==> config.mk <==
export PLATFORM = sky130hd
export DESIGN_NAME = rotary_knob_event_qualifier_flat
export DESIGN_NICKNAME = d
export VERILOG_FILES = /design/src/hw/rtl/rkeq_pkg.sv /design/src/hw/rtl/rkeq_in_if.sv /design/src/hw/rtl/rkeq_out_if.sv /design/src/hw/rtl/rkeq_cfg_if.sv /design/src/hw/rtl/rotary_knob_event_qualifier.sv /design/src/flat_wrapper.sv
export SDC_FILE = /design/constraint.sdc
export NUM_CORES = 1
export LEC_CHECK = 0
export BUFFER_PORTS_ARGS = -buffer_cell sky130_fd_sc_hd__buf_2
export CAP_MARGIN = 25
export CORE_ASPECT_RATIO = 2
export CORE_MARGIN = 1.5
export CORE_UTILIZATION = 45
export CTS_CLUSTER_DIAMETER = 80
export DETAILED_ROUTE_END_ITERATION = 16
export GPL_TIMING_DRIVEN = 0
export PLACE_DENSITY = 0.62
export REMOVE_ABC_BUFFERS = 1
export SLEW_MARGIN = 25
export SYNTH_ARGS = -nofsm -noshare
export SYNTH_HDL_FRONTEND = slang
export SYNTH_SLANG_ARGS = --single-unit
==> constraint.sdc <==
create_clock -name clk -period 4.7 [get_ports clk]
set_clock_uncertainty 0.2 [all_clocks]
set_input_delay 0.47 -clock clk [delete_from_list [all_inputs] [get_ports clk]]
set_output_delay 0.47 -clock clk [all_outputs]
set_load 0.05 [all_outputs]
==> src/hw/rtl/rkeq_pkg.sv <==
`default_nettype none

package rkeq_pkg;

    // configuration register indexes
    localparam int CFG_IDX_W = 2;
    typedef logic [CFG_IDX_W-1:0] cfg_idx_t;
    localparam cfg_idx_t REG_ROTATE_LOCKOUT = 2'd0;
    localparam cfg_idx_t REG_LONG_PRESS     = 2'd1;
    localparam cfg_idx_t REG_SHORT_PRESS    = 2'd2;
    localparam cfg_idx_t REG_RELEASE_STABLE = 2'd3;
    localparam int CFG_DATA_W = 16;

    // register widths and reset values
    localparam int LOCKOUT_W  = 8;
    localparam int THRESH_W   = 16;
    localparam int RELEASE_W  = 8;
    localparam logic [LOCKOUT_W-1:0] ROTATE_LOCKOUT_RST = 8'd15;
    localparam logic [THRESH_W-1:0]  LONG_PRESS_RST     = 16'd400;
    localparam logic [THRESH_W-1:0]  SHORT_PRESS_RST    = 16'd60;
    localparam logic [RELEASE_W-1:0] RELEASE_STABLE_RST = 8'd10;

    // event codes
    localparam int EVENT_W = 3;
    typedef logic [EVENT_W-1:0] event_t;
    localparam event_t EV_NONE  = 3'd0;
    localparam event_t EV_CW    = 3'd1;
    localparam event_t EV_CCW   = 3'd2;
    localparam event_t EV_SHORT = 3'd3;
    localparam event_t EV_LONG  = 3'd4;

    // input action codes
    localparam logic ACT_TICK = 1'b0;
    localparam logic ACT_EDGE = 1'b1;

endpackage

`default_nettype wire

==> src/hw/rtl/rkeq_in_if.sv <==
`default_nettype none

interface rkeq_in_if;
    logic valid;
    logic ready;
    logic action;
    logic phase_b_level;
    logic switch_level;

    modport source (output valid, output action, output phase_b_level,
                    output switch_level, input ready);
    modport sink   (input valid, input action, input phase_b_level,
                    input switch_level, output ready);
endinterface

`default_nettype wire

==> src/hw/rtl/rkeq_out_if.sv <==
`default_nettype none

interface rkeq_out_if;
    import rkeq_pkg::*;
    logic   valid;
    logic   ready;
    event_t event_res;

    modport source (output valid, output event_res, input ready);
    modport sink   (input valid, input event_res, output ready);
endinterface

`default_nettype wire

==> src/hw/rtl/rkeq_cfg_if.sv <==
`default_nettype none

interface rkeq_cfg_if;
    import rkeq_pkg::*;
    logic                  valid;
    logic                  ready;
    cfg_idx_t              index;
    logic [CFG_DATA_W-1:0] data;

    modport source (output valid, output index, output data, input ready);
    modport sink   (input valid, input index, input data, output ready);
endinterface

`default_nettype wire

==> src/hw/rtl/rotary_knob_event_qualifier.sv <==
`default_nettype none

// channel   dir  payload                                   transfer when
// in_ch     in   action, phase_b_level, switch_level       valid && ready
// out_ch    out  event_res (0 none .. 4 long press)        valid && ready
// cfg_ch    in   index (2 bit), data (16 bit)              valid && ready
//
// one result per input item, written to the result register, or to the skid entry while that is held
// one item per cycle while the skid entry is empty: counters update in the accept cycle
// a result register plus one skid entry hold results while out_ch stalls;
// in_ch.ready drops only while the skid entry is occupied
// cfg_ch is always ready; rst_n clears counters and loads register defaults

module rotary_knob_event_qualifier #(
    parameter int PRESS_COUNT_WIDTH = 16
) (
    input  wire           clk,
    input  wire           rst_n,
    rkeq_in_if.sink       in_ch,
    rkeq_out_if.source    out_ch,
    rkeq_cfg_if.sink      cfg_ch
);
    import rkeq_pkg::*;

    localparam int PW    = PRESS_COUNT_WIDTH;
    localparam int CMP_W = (PW > THRESH_W) ? PW : THRESH_W;

    // configuration registers
    logic [LOCKOUT_W-1:0] rotate_lockout_reg;
    logic [THRESH_W-1:0]  long_press_reg;
    logic [THRESH_W-1:0]  short_press_reg;
    logic [RELEASE_W-1:0] release_stable_reg;

    // knob state
    logic [LOCKOUT_W-1:0] lockout_reg, lockout_next;
    logic [PW-1:0]        press_reg, press_next;
    logic [RELEASE_W-1:0] release_reg, release_next;
    logic                 long_rep_reg, long_rep_next;
    event_t               event_next;

    // result register and skid entry
    logic   out_valid_reg, skid_valid_reg;
    event_t out_event_reg, skid_event_reg;

    logic in_fire, out_fire, cfg_fire;
    logic pressed;
    logic [PW-1:0]        press_inc;
    logic [RELEASE_W-1:0] release_inc;
    logic [CMP_W-1:0]     press_cmp, long_cmp, short_cmp;

    assign in_ch.ready   = !skid_valid_reg;
    assign cfg_ch.ready  = 1'b1;
    assign out_ch.valid  = out_valid_reg;
    assign out_ch.event_res = out_event_reg;

    assign in_fire  = in_ch.valid && in_ch.ready;
    assign out_fire = out_valid_reg && out_ch.ready;
    assign cfg_fire = cfg_ch.valid && cfg_ch.ready;

    // configuration writes
    always_ff @(posedge clk or negedge rst_n)
    begin
        if (!rst_n)
        begin
            rotate_lockout_reg <= ROTATE_LOCKOUT_RST;
            long_press_reg     <= LONG_PRESS_RST;
            short_press_reg    <= SHORT_PRESS_RST;
            release_stable_reg <= RELEASE_STABLE_RST;
        end
        else if (cfg_fire)
        begin
            unique case (cfg_ch.index)
                REG_ROTATE_LOCKOUT: rotate_lockout_reg <= cfg_ch.data[LOCKOUT_W-1:0];
                REG_LONG_PRESS:     long_press_reg     <= cfg_ch.data[THRESH_W-1:0];
                REG_SHORT_PRESS:    short_press_reg    <= cfg_ch.data[THRESH_W-1:0];
                REG_RELEASE_STABLE: release_stable_reg <= cfg_ch.data[RELEASE_W-1:0];
                default: ;
            endcase
        end
    end

    // saturating increments and widened compare operands
    assign pressed     = (in_ch.switch_level == 1'b0);
    assign press_inc   = (press_reg != {PW{1'b1}}) ? press_reg + 1'b1 : press_reg;
    assign release_inc = (release_reg != {RELEASE_W{1'b1}}) ? release_reg + 1'b1
                                                            : release_reg;
    assign long_cmp    = CMP_W'(long_press_reg);
    assign short_cmp   = CMP_W'(short_press_reg);

    // next state and event for one item
    always_comb
    begin
        lockout_next  = lockout_reg;
        press_next    = press_reg;
        release_next  = release_reg;
        long_rep_next = long_rep_reg;
        event_next    = EV_NONE;
        press_cmp     = CMP_W'(press_reg);
        if (in_ch.action == ACT_EDGE)
        begin
            if (lockout_reg == '0)
            begin
                event_next   = in_ch.phase_b_level ? EV_CCW : EV_CW;
                lockout_next = rotate_lockout_reg;
            end
        end
        else
        begin
            if (lockout_reg != '0)
            begin
                lockout_next = lockout_reg - 1'b1;
            end
            if (pressed)
            begin
                press_next   = press_inc;
                release_next = '0;
                press_cmp    = CMP_W'(press_inc);
                if (press_cmp >= long_cmp && !long_rep_reg)
                begin
                    event_next    = EV_LONG;
                    long_rep_next = 1'b1;
                end
            end
            else if (press_reg != '0)
            begin
                release_next = release_inc;
                if (release_inc >= release_stable_reg)
                begin
                    if (!long_rep_reg && press_cmp >= short_cmp)
                    begin
                        event_next = EV_SHORT;
                    end
                    press_next    = '0;
                    long_rep_next = 1'b0;
                    release_next  = '0;
                end
            end
        end
    end

    // state update on input transfer
    always_ff @(posedge clk or negedge rst_n)
    begin
        if (!rst_n)
        begin
            lockout_reg  <= '0;
            press_reg    <= '0;
            release_reg  <= '0;
            long_rep_reg <= 1'b0;
        end
        else if (in_fire)
        begin
            lockout_reg  <= lockout_next;
            press_reg    <= press_next;
            release_reg  <= release_next;
            long_rep_reg <= long_rep_next;
        end
    end

    // result register with skid entry
    always_ff @(posedge clk or negedge rst_n)
    begin
        if (!rst_n)
        begin
            out_valid_reg  <= 1'b0;
            skid_valid_reg <= 1'b0;
        end
        else
        begin
            priority if (skid_valid_reg && out_fire)
            begin
                out_event_reg  <= skid_event_reg;
                skid_valid_reg <= 1'b0;
            end
            else if (in_fire)
            begin
                if (!out_valid_reg || out_fire)
                begin
                    out_event_reg <= event_next;
                    out_valid_reg <= 1'b1;
                end
                else
                begin
                    skid_event_reg <= event_next;
                    skid_valid_reg <= 1'b1;
                end
            end
            else if (out_fire)
            begin
                out_valid_reg <= 1'b0;
            end
            else
            begin
                // nothing moves, hold both entries
            end
        end
    end

    // checks
    a_skid_needs_out: assert property (@(posedge clk) disable iff (!rst_n)
        skid_valid_reg |-> out_valid_reg)
        else $error("skid entry holds a result while result register is empty");

    a_long_has_press: assert property (@(posedge clk) disable iff (!rst_n)
        long_rep_reg |-> (press_reg != '0))
        else $error("long press flagged with no press count");

    a_release_has_press: assert property (@(posedge clk) disable iff (!rst_n)
        (release_reg != '0) |-> (press_reg != '0))
        else $error("release count running with no press count");

    a_event_code: assert property (@(posedge clk) disable iff (!rst_n)
        out_valid_reg |-> (out_event_reg <= EV_LONG))
        else $error("result carries an undefined event code");

    a_edge_no_press_change: assert property (@(posedge clk) disable iff (!rst_n)
        (in_fire && in_ch.action == ACT_EDGE) |=> $stable(press_reg))
        else $error("knob edge changed the press count");

endmodule

`default_nettype wire

==> src/flat_wrapper.sv <==
// flat-port wrapper written by rule: the top's interface ports become plain ports
module rotary_knob_event_qualifier_flat import rkeq_pkg::*;
#(
    parameter int PRESS_COUNT_WIDTH = 16
)
  (clk, rst_n, in_ch_valid, in_ch_action, in_ch_phase_b_level, in_ch_switch_level, in_ch_ready, out_ch_valid, out_ch_event_res, out_ch_ready, cfg_ch_valid, cfg_ch_index, cfg_ch_data, cfg_ch_ready);
  rkeq_in_if in_ch_i ();
  rkeq_out_if out_ch_i ();
  rkeq_cfg_if cfg_ch_i ();
  input  wire clk;
  input  wire rst_n;
  input wire logic [$bits(in_ch_i.valid)-1:0] in_ch_valid;
  input wire logic [$bits(in_ch_i.action)-1:0] in_ch_action;
  input wire logic [$bits(in_ch_i.phase_b_level)-1:0] in_ch_phase_b_level;
  input wire logic [$bits(in_ch_i.switch_level)-1:0] in_ch_switch_level;
  output wire logic [$bits(in_ch_i.ready)-1:0] in_ch_ready;
  output wire logic [$bits(out_ch_i.valid)-1:0] out_ch_valid;
  output wire logic [$bits(out_ch_i.event_res)-1:0] out_ch_event_res;
  input wire logic [$bits(out_ch_i.ready)-1:0] out_ch_ready;
  input wire logic [$bits(cfg_ch_i.valid)-1:0] cfg_ch_valid;
  input wire logic [$bits(cfg_ch_i.index)-1:0] cfg_ch_index;
  input wire logic [$bits(cfg_ch_i.data)-1:0] cfg_ch_data;
  output wire logic [$bits(cfg_ch_i.ready)-1:0] cfg_ch_ready;
  assign in_ch_i.valid = in_ch_valid;
  assign in_ch_i.action = in_ch_action;
  assign in_ch_i.phase_b_level = in_ch_phase_b_level;
  assign in_ch_i.switch_level = in_ch_switch_level;
  assign in_ch_ready = in_ch_i.ready;
  assign out_ch_valid = out_ch_i.valid;
  assign out_ch_event_res = out_ch_i.event_res;
  assign out_ch_i.ready = out_ch_ready;
  assign cfg_ch_i.valid = cfg_ch_valid;
  assign cfg_ch_i.index = cfg_ch_index;
  assign cfg_ch_i.data = cfg_ch_data;
  assign cfg_ch_ready = cfg_ch_i.ready;
  rotary_knob_event_qualifier #(.PRESS_COUNT_WIDTH(PRESS_COUNT_WIDTH)) u_core (.clk(clk), .rst_n(rst_n), .in_ch(in_ch_i), .out_ch(out_ch_i), .cfg_ch(cfg_ch_i));
endmodule
Word-level counts from Yosys, hierarchy flattened
Index checks and enable logic that the tools add are counted.

storage, ports and cells
  flip-flop bits (word level) = 89
  input bits = 26
  output and inout bits = 6
  word-level logic and storage cells = 93

operators by class
  $add $sub $neg = 3
  magnitude comparators = 3
  equal/unequal tests = 10
  mux-type cells = 32
  bitwise operators = 3
  reductions and logical operators = 30

operators with widths
  kind                                                    number
  2-to-1 mux 16 bit                                       4
  2-to-1 mux 8 bit                                        7
  greater-or-equal comparator 16 bit                      2
  2-to-1 mux 3 bit                                        9
  adder 16 x 1 -> 16 bit (second input constant)          1
  inequality test 16 bit (second input constant)          1
  nonzero test 16 bit                                     1
  AND reduction 3 bit                                     4
  2-to-1 mux 1 bit                                        10
  AND reduction 2 bit                                     5
  nonzero test 2 bit                                      5
  adder 8 x 1 -> 8 bit (second input constant)            1
  greater-or-equal comparator 8 bit                       1
  logical NOT 8 bit                                       1
  inequality test 2 x 1 -> 1 bit (second input constant)  4
  inequality test 8 bit (second input constant)           1
  AND reduction 4 bit                                     2
  nonzero test 8 bit                                      1
  subtractor 8 x 1 -> 8 bit (second input constant)       1
  logical AND 1 bit                                       5
  AND reduction 5 bit                                     1
  == test 2 bit (second input constant)                   2
  2-to-1 mux 2 bit                                        2
  logical NOT 1 bit                                       3
  5 further kinds                                         7

Longest topological paths before layout
Gate-level depths: netlist of run 1.

  depth after elaboration = 10
  mapped depth = 14
  gate-level depth less buffers = 13

Least setup slack after synthesis of run 1
OpenSTA, ideal clock, no wires.

  path kind = reg2reg
  start point = reg u_core.press_reg[4]
  end point = reg u_core.out_event_reg[2] (netlist: u_core.out_ch.event_res[2]) (data pin)
  library setup time = 0.256 ns
  data arrival time = 2.776 ns
  required time = 4.244 ns
  setup slack = 1.469 ns
  stages on the path, launching flop included = 14
  buffers on the path = 1
  period minus slack after synthesis = 3.231 ns
  cells stage by stage = dfrtp_1 buf_2 nand3_2 nor4_2 a211oi_2 nand3_1 xnor2_1 ha_1 a21oi_1 nor2_1 a211oi_1 a21oi_1 a211o_1 a31o_2

on the way
  cells in the longest elaborated chain, start to end = 10
  elaborated cells on any way between the ends = 13
  those cells by class = 1 x add/sub; 1 x order compare; 1 x eq/ne; 8 x mux; 2 x reduce/logical

ends and longest elaborated chain
  element                                                           RTL line                            RTL
  start, declared                                                   rotary_knob_event_qualifier.sv:36   logic [PW-1:0] press_reg, press_next;
  start signal, assigned                                            rotary_knob_event_qualifier.sv:154  press_reg <= press_next;
  adder 16 x 1 -> 16 bit or inequality test 16 bit (tied branches)  rotary_knob_event_qualifier.sv:84   assign press_inc = (press_reg != {PW{1'b1}}) ? press_reg + 1'b1 : press_reg;
  2-to-1 mux 16 bit                                                 rotary_knob_event_qualifier.sv:84
  greater-or-equal comparator 16 bit                                rotary_knob_event_qualifier.sv:118  if (press_cmp >= long_cmp && !long_rep_reg)
  logical AND 1 bit                                                 rotary_knob_event_qualifier.sv:118
  2-to-1 mux 3 bit                                                  rotary_knob_event_qualifier.sv:118
  2-to-1 mux 3 bit *                                                rotary_knob_event_qualifier.sv:113  if (pressed)
  2-to-1 mux 3 bit *                                                rotary_knob_event_qualifier.sv:99   if (in_ch.action == ACT_EDGE)
  2-to-1 mux 3 bit *                                                rotary_knob_event_qualifier.sv:177  if (!out_valid_reg || out_fire)
  2-to-1 mux 3 bit *                                                rotary_knob_event_qualifier.sv:175  else if (in_fire)
  2-to-1 mux 3 bit *                                                rotary_knob_event_qualifier.sv:170  priority if (skid_valid_reg && out_fire)
  end signal, assigned                                              rotary_knob_event_qualifier.sv:172  out_event_reg <= skid_event_reg;
  end signal, assigned                                              rotary_knob_event_qualifier.sv:179  out_event_reg <= event_next;
  end, declared                                                     rotary_knob_event_qualifier.sv:43   event_t out_event_reg, skid_event_reg;

Mark *: on every way between the ends. The rest lies on a longest branch, timed or not. The select of a mux whose other input is x is not followed.
A chain may end at the register's enable or synchronous reset.

Final worst setup path of run 1
  start point = reg u_core.press_reg[1]
  end point = reg u_core.out_event_reg[2] (netlist: u_core.out_ch.event_res[2]) (data pin)

Same word-level chain as after synthesis.

==> results of run 1 <==
[per-stage QoR]
stage	utilization [%]	instance area (sq um)	cells	worst slack (ns)	hold WS, ns
2_1_floorplan	-	5365	520	1.467	-0.02559
3_3_place_gp	48.39	5697	695	0.6461	0.2745
3_5_place_dp	48.79	5743	697	0.6300	0.1906
4_1_cts	51.52	6065	714	0.5987	0.1362
5_1_grt	51.52	6065	714	0.4220	0.1495
6_report	51.52	6065	714	0.5673	0.1481
[routing by layer]
layer,global-route usage (%),vias up,wire (microns),share of wire (%)
met5,0,-,0,0
met4,10.50,0,486,4.0
met3,2.751,26,277,2.3
met2,38.86,69,7011,57
met1,21.37,1989,4509,37
li1,-,1985,-,-
[power groups by stage]
stage | logic [W] | clock network, W | registers, W
final | 0.000816 | 0.000751 | 0.00110
after global routing | 0.000920 | 0.000802 | 0.00113
after CTS | 0.000829 | 0.000769 | 0.00110
after detailed placement | 0.000821 | 0 | 0.00112
after global placement | 0.000785 | 0 | 0.00110
after floorplan | 0.000577 | 0 | 0.00110
[kinds of logic after synthesis]
group,Yosys count,share of synthesized area [%]
simple gates,137,14.62
compound gates,126,14.75
flops,89,41.49
buf+inv,74,5.846
mux,52,10.62
fa+ha+maj,44,10.05
xor+xnor,16,2.558
other cells,1,0.06844
[layout make-up]
class	count	area, sq um
Clock buffer	9	225.2
Clock inverter	7	86.33
Fill cell	1094	5707
Inverter	55	206.4
Multi-Input combinational cell	376	2890
Sequential cell	89	2273
Tap cell	145	181.4
Timing Repair Buffer	33	201.4
[worst reg2reg max path: stages (launching register included)]
cell and delay [ns]:
dfrtp_1 0.47, ha_1 0.36, nand3_1 0.21, nor3_4 0.30, nand2_1 0.14, or2_2 0.31
o21a_1 0.12, ha_1 0.29, nand2_1 0.06, nor2_1 0.04, a211oi_1 0.53, o211ai_1 0.19
a211o_1 0.38, a31o_2 0.27
[path summary, 6_finish.rpt]
check	from	endpoint
min reg2reg	u_core.lockout_reg[7]	u_core.lockout_reg[7]
max in group asynchronous	rst_n	u_core.short_cmp[4]
max reg2reg	u_core.press_reg[1]	u_core.out_ch.event_res[2]
min in group asynchronous	rst_n	u_core.press_reg[0]
max	u_core.press_reg[1]	u_core.out_ch.event_res[2]
min	out_ch_ready	u_core.skid_valid_reg
[cells in the final DEF, fill, tap and decap left out, drive strengths merged, types with 7 or more instances in the layout]
cell type | synthesis | routed
a21oi | 31 | 31
nand3 | 24 | 24
mux2 | 49 | 49
a31oi | 11 | 11
xnor2 | 12 | 12
nor4 | 7 | 7
o31ai | 8 | 8
dfrtp | 70 | 70
inv | 55 | 58
a22o | 7 | 7
dfstp | 13 | 13
ha | 44 | 44
clkbuf | 7 | 9
o21ai | 33 | 33
nand2 | 28 | 28
nor3 | 11 | 11
nand4 | 7 | 7
buf | 12 | 32
nor2 | 27 | 27
==> impl_metrics.ini, run 1 <==
[run_status]
outcome = finished, final reports clean

[grt]
grt-ovfl-total = 0
grt_pass1_wl_microns = 20530
grt_antenna_before_repair = 0
grt_pass1_vias = 4274
grt_max_degree = 54
grt_util_all_layers_pct = 20.75

[placed_design]
post-dp-hpwl_microns = 9516
gp_congestion = 0.8794
port_buffers = 30

[critical_path]
path_class = flop to flop
cp_max_fo = 7
rrSetupSlack_ns = 0.57
critPathTopFamily = compound AO/OA/AOI/OAI gates
crit_chain = ha_1 -> nand3_1 -> nor3_4 -> nand2_1 -> or2_2 -> o21a_1 -> ha_1 -> nand2_1 -> nor2_1 -> a211oi_1 -> o211ai_1 -> a211o_1 -> a31o_2
arrival_ns = 4.03
cp.depth = 13
required_ns = 4.60
cpPeakStageDelay_ns = 0.53
slowest_stage = a211oi_1
critical_path.n_buffers_inverters = 0
cp-end-kind = flop
crit_path_start_kind = flop
rr_worst_depth = 13

[clocking]
cts-htree-levels = 3
clkTransAtPathRegs_ns = 0.07
postCtsHoldBufs = 1
clk_path_buf_depth = 2
cts_root_buf = clkbuf_16
cts_tree = built
post_cts_resized = 0
post_cts_buffers = 0
numCtsBuffers = 9
cts.sinks = 89
insertion_delay_ns = 0.35

[drt]
drt_pass1_iterations = 5
first_iter_violations = 180
ant_nets = 0
routed_wl_microns = 12280
via_per_inst = 5.699
route.detailed.drc = 0
wl_per_cell_microns = 17.20
via_count = 4069

[power_and_ir_drop]
p_seq_share_pct = 41.3
vdd_drop_max_v = 0.0003259
clkPwrFrac_pct = 28.1
combPwrFrac_pct = 30.5
p_leak_nw = 2.852
switching_share_pct = 35.37
intPower_w = 0.001726
powerDensity_mw_per_mm2 = 440.4
switching_power_w = 0.0009446
p_total_w = 0.002671

[final_layout]
layout-drive-gt1-share_pct = 23.20
synthToLayoutAreaGrowth_pct = 10.69
nNetsFinal = 634
antenna_cells = 0

[timing]
period_minus_slack_ns = 4.133
fin_tns_setup_ns = 0
tightest_slew_ns = 0.9987
setup-violations-final = 0
slew_viol_final = 0
slew_headroom_pct = 33.22
hold_viol = 0
final.period_utilization_pct = 87.93
fmax_mhz = 242.0
rsz0062_at_grt = false

[yosys]
synth_flop_cell = dfrtp_1
synth_cell_types = 67
netlist.area_leader.share_pct = 31.97
postSynthAreaPerCell_sq_um = 10.17
synth_warnings = 0
synthTopCellsByArea = dfrtp_1, mux2_2, ha_1
synth_area_sq_mm = 0.005479
yosysSeqAreaShare_pct = 41.49
netlist_top_cells_count = dfrtp_1, inv_1, mux2_2
async_flop_share_pct = 93.26
ys_ff_latch = 89
syn_inst = 539
yosys.cell_count.top_type = dfrtp_1
synth_top_area_cell = dfrtp_1
synth_edf_count = 6

[floorplan]
dieArea_sq_mm = 0.01289
io_pins = 32
core_sq_mm = 0.01177
die_x_microns = 81.03
rows = 56
chipHeight_microns = 159.1
start_util_pct = 46.55

[worst_hold_path]
min_path_type = primary input to flop
worstHoldPathCells = 2

[run]
cap_viol_max_count = 0
No activity file was read; power rests on OpenSTA's default activity.
==> inputs of run 2 (changes only) <==
--- a/config.mk
+++ b/config.mk
@@ -9,11 +9,11 @@
 export CAP_MARGIN = 25
 export CORE_ASPECT_RATIO = 2
 export CORE_MARGIN = 1.5
-export CORE_UTILIZATION = 45
+export CORE_UTILIZATION = 65
 export CTS_CLUSTER_DIAMETER = 80
 export DETAILED_ROUTE_END_ITERATION = 16
 export GPL_TIMING_DRIVEN = 0
-export PLACE_DENSITY = 0.62
+export PLACE_DENSITY = 0.84
 export REMOVE_ABC_BUFFERS = 1
 export SLEW_MARGIN = 25
 export SYNTH_ARGS = -nofsm -noshare
==> impl_metrics.ini, run 2 (synthesis results as in run 1) <==
[run_status]
outcome = finished, final reports clean

[final_layout]
antenna_cells = 0
synthToLayoutAreaGrowth_pct = 9.500
fill_cells = 594
final_cell_mix = dfrtp_1, inv_1, mux2_2
mostFrequentLayoutCell = dfrtp_1
final_util_pct = 72.87
layout-drive-gt1-share_pct = 22.85
nNetsFinal = 634

[clocking]
post_cts_resized = 0
insertion_delay_ns = 0.35
cts_tree = built
cts.sinks = 89
clk_path_buf_depth = 2
clkTransAtPathRegs_ns = 0.06
numCtsBuffers = 9
cts-htree-levels = 3
cts_root_buf = clkbuf_16

[placed_design]
port_buffers = 30
post-dp-hpwl_microns = 9401
gp_congestion = 0.9288

[power_and_ir_drop]
powerDensity_mw_per_mm2 = 445.9
p_leak_nw = 2.845
vdd_drop_max_v = 0.0003716

[timing]
fin_tns_setup_ns = 0
tightest_slew_ns = 0.9272
setup-violations-final = 0
rsz0062_at_grt = false
period_minus_slack_ns = 4.125
slew_viol_final = 0
final.period_utilization_pct = 87.77
fmax_mhz = 242.4
hold_viol = 0
slew_headroom_pct = 38.00

[drt]
first_iter_violations = 186
via_per_inst = 6.262
ant_nets = 0
routed_wl_microns = 12340
wl_per_cell_microns = 18.50
route.detailed.drc = 0
drt_pass1_iterations = 4
via_count = 4177

[floorplan]
core_sq_mm = 0.008233
chipHeight_microns = 132.8
io_pins = 32
rows = 47
start_util_pct = 66.55
die_x_microns = 67.92
dieArea_sq_mm = 0.009022

[critical_path]
arrival_ns = 4.03
rr_worst_depth = 12
cp-end-kind = flop
worstReg2RegEnd = u_core.out_ch.event_res[2]
crit_path_start_kind = flop
path_class = flop to flop
required_ns = 4.60
rrSetupSlack_ns = 0.57
reg2reg_from = u_core.press_reg[4]
cp_max_fo = 11

[worst_hold_path]
min_to = u_core.short_cmp[15]
worstHoldPathCells = 2
hp-start = cfg_ch_data[15]
min_path_type = primary input to flop

[grt]
grt_pass1_wl_microns = 20250
grt_antenna_before_repair = 0
grt-ovfl-total = 0
grt_pass1_vias = 4323
grt_max_degree = 52
grt_util_all_layers_pct = 30.35

[run]
cap_viol_max_count = 0
run 2: cell types whose count changed in the layout (fill, tap and decap cells not counted):
cell / before / now
inv_6: 3 / 0
clkinv_8: 1 / 0
clkbuf_1: 0 / 2
clkinvlp_4: 0 / 1
buf_6: 1 / 0
clkbuf_16: 9 / 10
buf_4: 1 / 2
run 2: how the worst max path moves through the flow:
stage | startpoint | to | slack (ns) | cells after the start
3_3_place_gp | u_core.press_reg[4] | u_core.out_ch.event_res[2] | 0.75 | 12
3_5_place_dp | u_core.press_reg[4] | u_core.out_ch.event_res[2] | 0.64 | 12
4_1_cts | u_core.press_reg[4] | u_core.out_ch.event_res[2] | 0.63 | 12
5_1_grt | u_core.press_reg[4] | u_core.out_ch.event_res[2] | 0.35 | 12
2_1_floorplan | u_core.press_reg[4] | u_core.out_ch.event_res[2] | 1.47 | 12
6_report | u_core.press_reg[4] | u_core.out_ch.event_res[2] | 0.57 | 12
run 2: stage by stage:
stage | hold slack, ns | total power [W] | worst slack, ns | area [sq um] | instances
floorplan | -0.02559 | 0.001680 | 1.467 | 5365 | 520
global placement | 0.2752 | 0.001864 | 0.7492 | 5638 | 648
detailed placement | 0.2578 | 0.001927 | 0.6433 | 5680 | 650
CTS | 0.1620 | 0.002679 | 0.6266 | 6000 | 667
global route | 0.1687 | 0.002840 | 0.3485 | 6000 | 667
finish | 0.1639 | 0.002675 | 0.5749 | 6000 | 667
run 2: routing by layer:
layer / track usage (%) / share of wire, % / vias to the layer above
met4: 20.11 / 6.8 / 0
met5: 0 / 0 / -
li1: - / - / 1987
met2: 54.42 / 56 / 108
met1: 30.15 / 35 / 2037
met3: 4.677 / 2.8 / 45
run 2: critical path: stages, from the launching register on:
cell,delay [ns]
dfrtp_1,0.60
nand3_2,0.23
nor4_2,0.49
a211oi_2,0.24
nand3_1,0.18
xnor2_1,0.14
ha_1,0.28
a21oi_1,0.17
nor2_1,0.06
a211oi_1,0.48
o211ai_1,0.17
a211o_1,0.37
a31o_2,0.26
run 2: power by group:
| group | total [W] | internal [W] | switching [W] | leakage, nW |
|---|---|---|---|---|
| sequential | 0.00111 | 0.000950 | 0.000159 | 1.07 |
| combinational | 0.000821 | 0.000354 | 0.000467 | 1.63 |
| clock | 0.000745 | 0.000445 | 0.000300 | 0.148 |
| total | 0.00267 | 0.00175 | 0.000926 | 2.85 |
run 2: layout make-up:
type / count / area, sq um / area share [%]
clock inverters: 4 / 51.30 / 0.8551
flip-flops and latches: 89 / 2273 / 37.89
clock buffers: 12 / 257.7 / 4.296
multi-input cells: 376 / 2890 / 48.18
repair buffers: 33 / 197.7 / 3.295
inverters: 55 / 206.4 / 3.441
well taps: 98 / 122.6 / 2.044
run 2: timing repair:
item / 4_1_cts / 5_1_grt
hold endpoints to repair: 33 / 0
setup buffers: 0 / 0
hold buffers: 1 / 0
endpoints found under the setup margin: 0 / 0
==> inputs of run 3 (changes only) <==
--- a/config.mk
+++ b/config.mk
@@ -10,6 +10,7 @@
 export CORE_ASPECT_RATIO = 2
 export CORE_MARGIN = 1.5
 export CORE_UTILIZATION = 65
+export CTS_BUF_LIST = sky130_fd_sc_hd__clkbuf_8
 export CTS_CLUSTER_DIAMETER = 80
 export DETAILED_ROUTE_END_ITERATION = 16
 export GPL_TIMING_DRIVEN = 0
==> impl_metrics.ini, run 3 (synthesis results as in run 1) <==
[clocking]
numCtsBuffers = 9
clkTransAtPathRegs_ns = 0.08
post_cts_buffers = 0
cts-htree-levels = 3
cts_root_buf = clkbuf_8
cts_tree = built
clk_path_buf_depth = 2
insertion_delay_ns = 0.38
cts.sinks = 89

[timing]
rsz0062_at_grt = false
hold_viol = 0
tightest_slew_ns = 0.9258
slew_viol_final = 0
fmax_mhz = 239.9
setup-violations-final = 0
setup_ws_ns = 0.5321
final.period_utilization_pct = 88.68
fin_tns_setup_ns = 0
slew_headroom_pct = 38.10
period_minus_slack_ns = 4.168

[floorplan]
io_pins = 32
core_sq_mm = 0.008233
dieArea_sq_mm = 0.009022
die_x_microns = 67.92
chipHeight_microns = 132.8
rows = 47
start_util_pct = 66.55

[placed_design]
port_buffers = 30
post-dp-hpwl_microns = 9401
gp_congestion = 0.9288
pre_cts_ws_ns = 0.6433

[final_layout]
final_cell_mix = dfrtp_1, inv_1, mux2_2
synthToLayoutAreaGrowth_pct = 7.741
fill_cells = 609
layout-drive-gt1-share_pct = 22.85
mostFrequentLayoutCell = dfrtp_1
ff_latch_area_sq_mm = 0.002273
antenna_cells = 0
multi_input_area_sq_mm = 0.002890
nNetsFinal = 634

[critical_path]
cp-end-kind = flop
path_class = flop to flop
arrival_ns = 4.10
cp_max_fo = 9
required_ns = 4.63
crit_path_start_kind = flop

[drt]
via_count = 4162
drt_pass1_iterations = 5
wl_per_cell_microns = 18.37
route.detailed.drc = 0
via_per_inst = 6.240
ant_nets = 0
first_iter_violations = 203
routed_wl_microns = 12250

[power_and_ir_drop]
powerDensity_mw_per_mm2 = 422.9
vdd_drop_max_v = 0.0003346
p_leak_nw = 2.809
p_total_w = 0.002496

[run]
cap_viol_max_count = 0

[grt]
grt-ovfl-total = 0
grt_util_all_layers_pct = 30.01
grt_pass1_vias = 4265
grt_pass1_wl_microns = 20070
grt_max_degree = 52
grt_antenna_before_repair = 0

[run_status]
outcome = finished, final reports clean

[worst_hold_path]
min_path_type = primary input to flop
==> run 3: worst paths after layout <==
| kind | startpoint | end | slack, ns | depth (start not counted) |
|---|---|---|---|---|
| worst min-delay path | out_ch_ready | u_core.skid_valid_reg | 0.13 | 2 |
| min in group asynchronous | rst_n | u_core.short_cmp[14] | 0.38 | 2 |
| worst max-delay path | u_core.press_reg[5] | u_core.out_ch.event_res[2] | 0.53 | 12 |
| max in group asynchronous | rst_n | u_core.rotate_lockout_reg[0] | 3.25 | 3 |
| worst max register to register | u_core.press_reg[5] | u_core.out_ch.event_res[2] | 0.53 | 12 |
| worst min register to register | u_core.lockout_reg[7] | u_core.lockout_reg[7] | 0.31 | 1 |
==> run 3: cell type report <==
type                            instances  share of cell area [%]
Multi-Input combinational cell        376                   48.96
Tap cell                               98                   2.077
Clock inverter                          7                   1.505
Sequential cell                        89                   38.51
Inverter                               55                   3.497
Clock buffer                            9                   2.098
Timing Repair Buffer                   33                   3.349
==> run 3: timing repair <==
item                      4_1_cts  5_1_grt
hold buffers                    1        0
hold endpoints to repair       33        0
resized for setup               0        0
==> run 3: critical path, cell delays in order, from the launching register on <==
cell and delay [ns]:
dfrtp_1 0.59, nand3_2 0.24, nor4_2 0.50, a211oi_2 0.25, nand3_1 0.18, xnor2_1 0.14, ha_1 0.28, a21oi_1 0.17
nor2_1 0.06, a211oi_1 0.50, o211ai_1 0.17, a211o_1 0.37, a31o_2 0.26
==> run 3: where the power goes <==
part | leakage (nW) | switching [W] | total [W] | internal (W)
logic | 1.63 | 0.000466 | 0.000820 | 0.000354
registers | 1.07 | 0.000157 | 0.00110 | 0.000948
clock network | 0.112 | 0.000277 | 0.000572 | 0.000296
total | 2.81 | 0.000899 | 0.00250 | 0.00160
==> run 3: per-stage QoR <==
stage	instance area, sq um	cells	hold WS (ns)	util (%)
detailed placement	5680	650	0.2578	69.00
global route	5903	667	0.1212	71.70
floorplan	5365	520	-0.02559	-
CTS	5903	667	0.1127	71.70
finish	5903	667	0.1257	71.70
global placement	5638	648	0.2752	68.48
==> run 3: routing by layer <==
| metal | vias up | routed length [microns] | global-route usage, % |
|---|---|---|---|
| li1 | 1987 | - | - |
| met1 | 2044 | 4298 | 30.26 |
| met2 | 95 | 6974 | 54.75 |
| met3 | 36 | 316 | 4.932 |
| met4 | 0 | 661 | 16.67 |
| met5 | - | 0 | 0 |
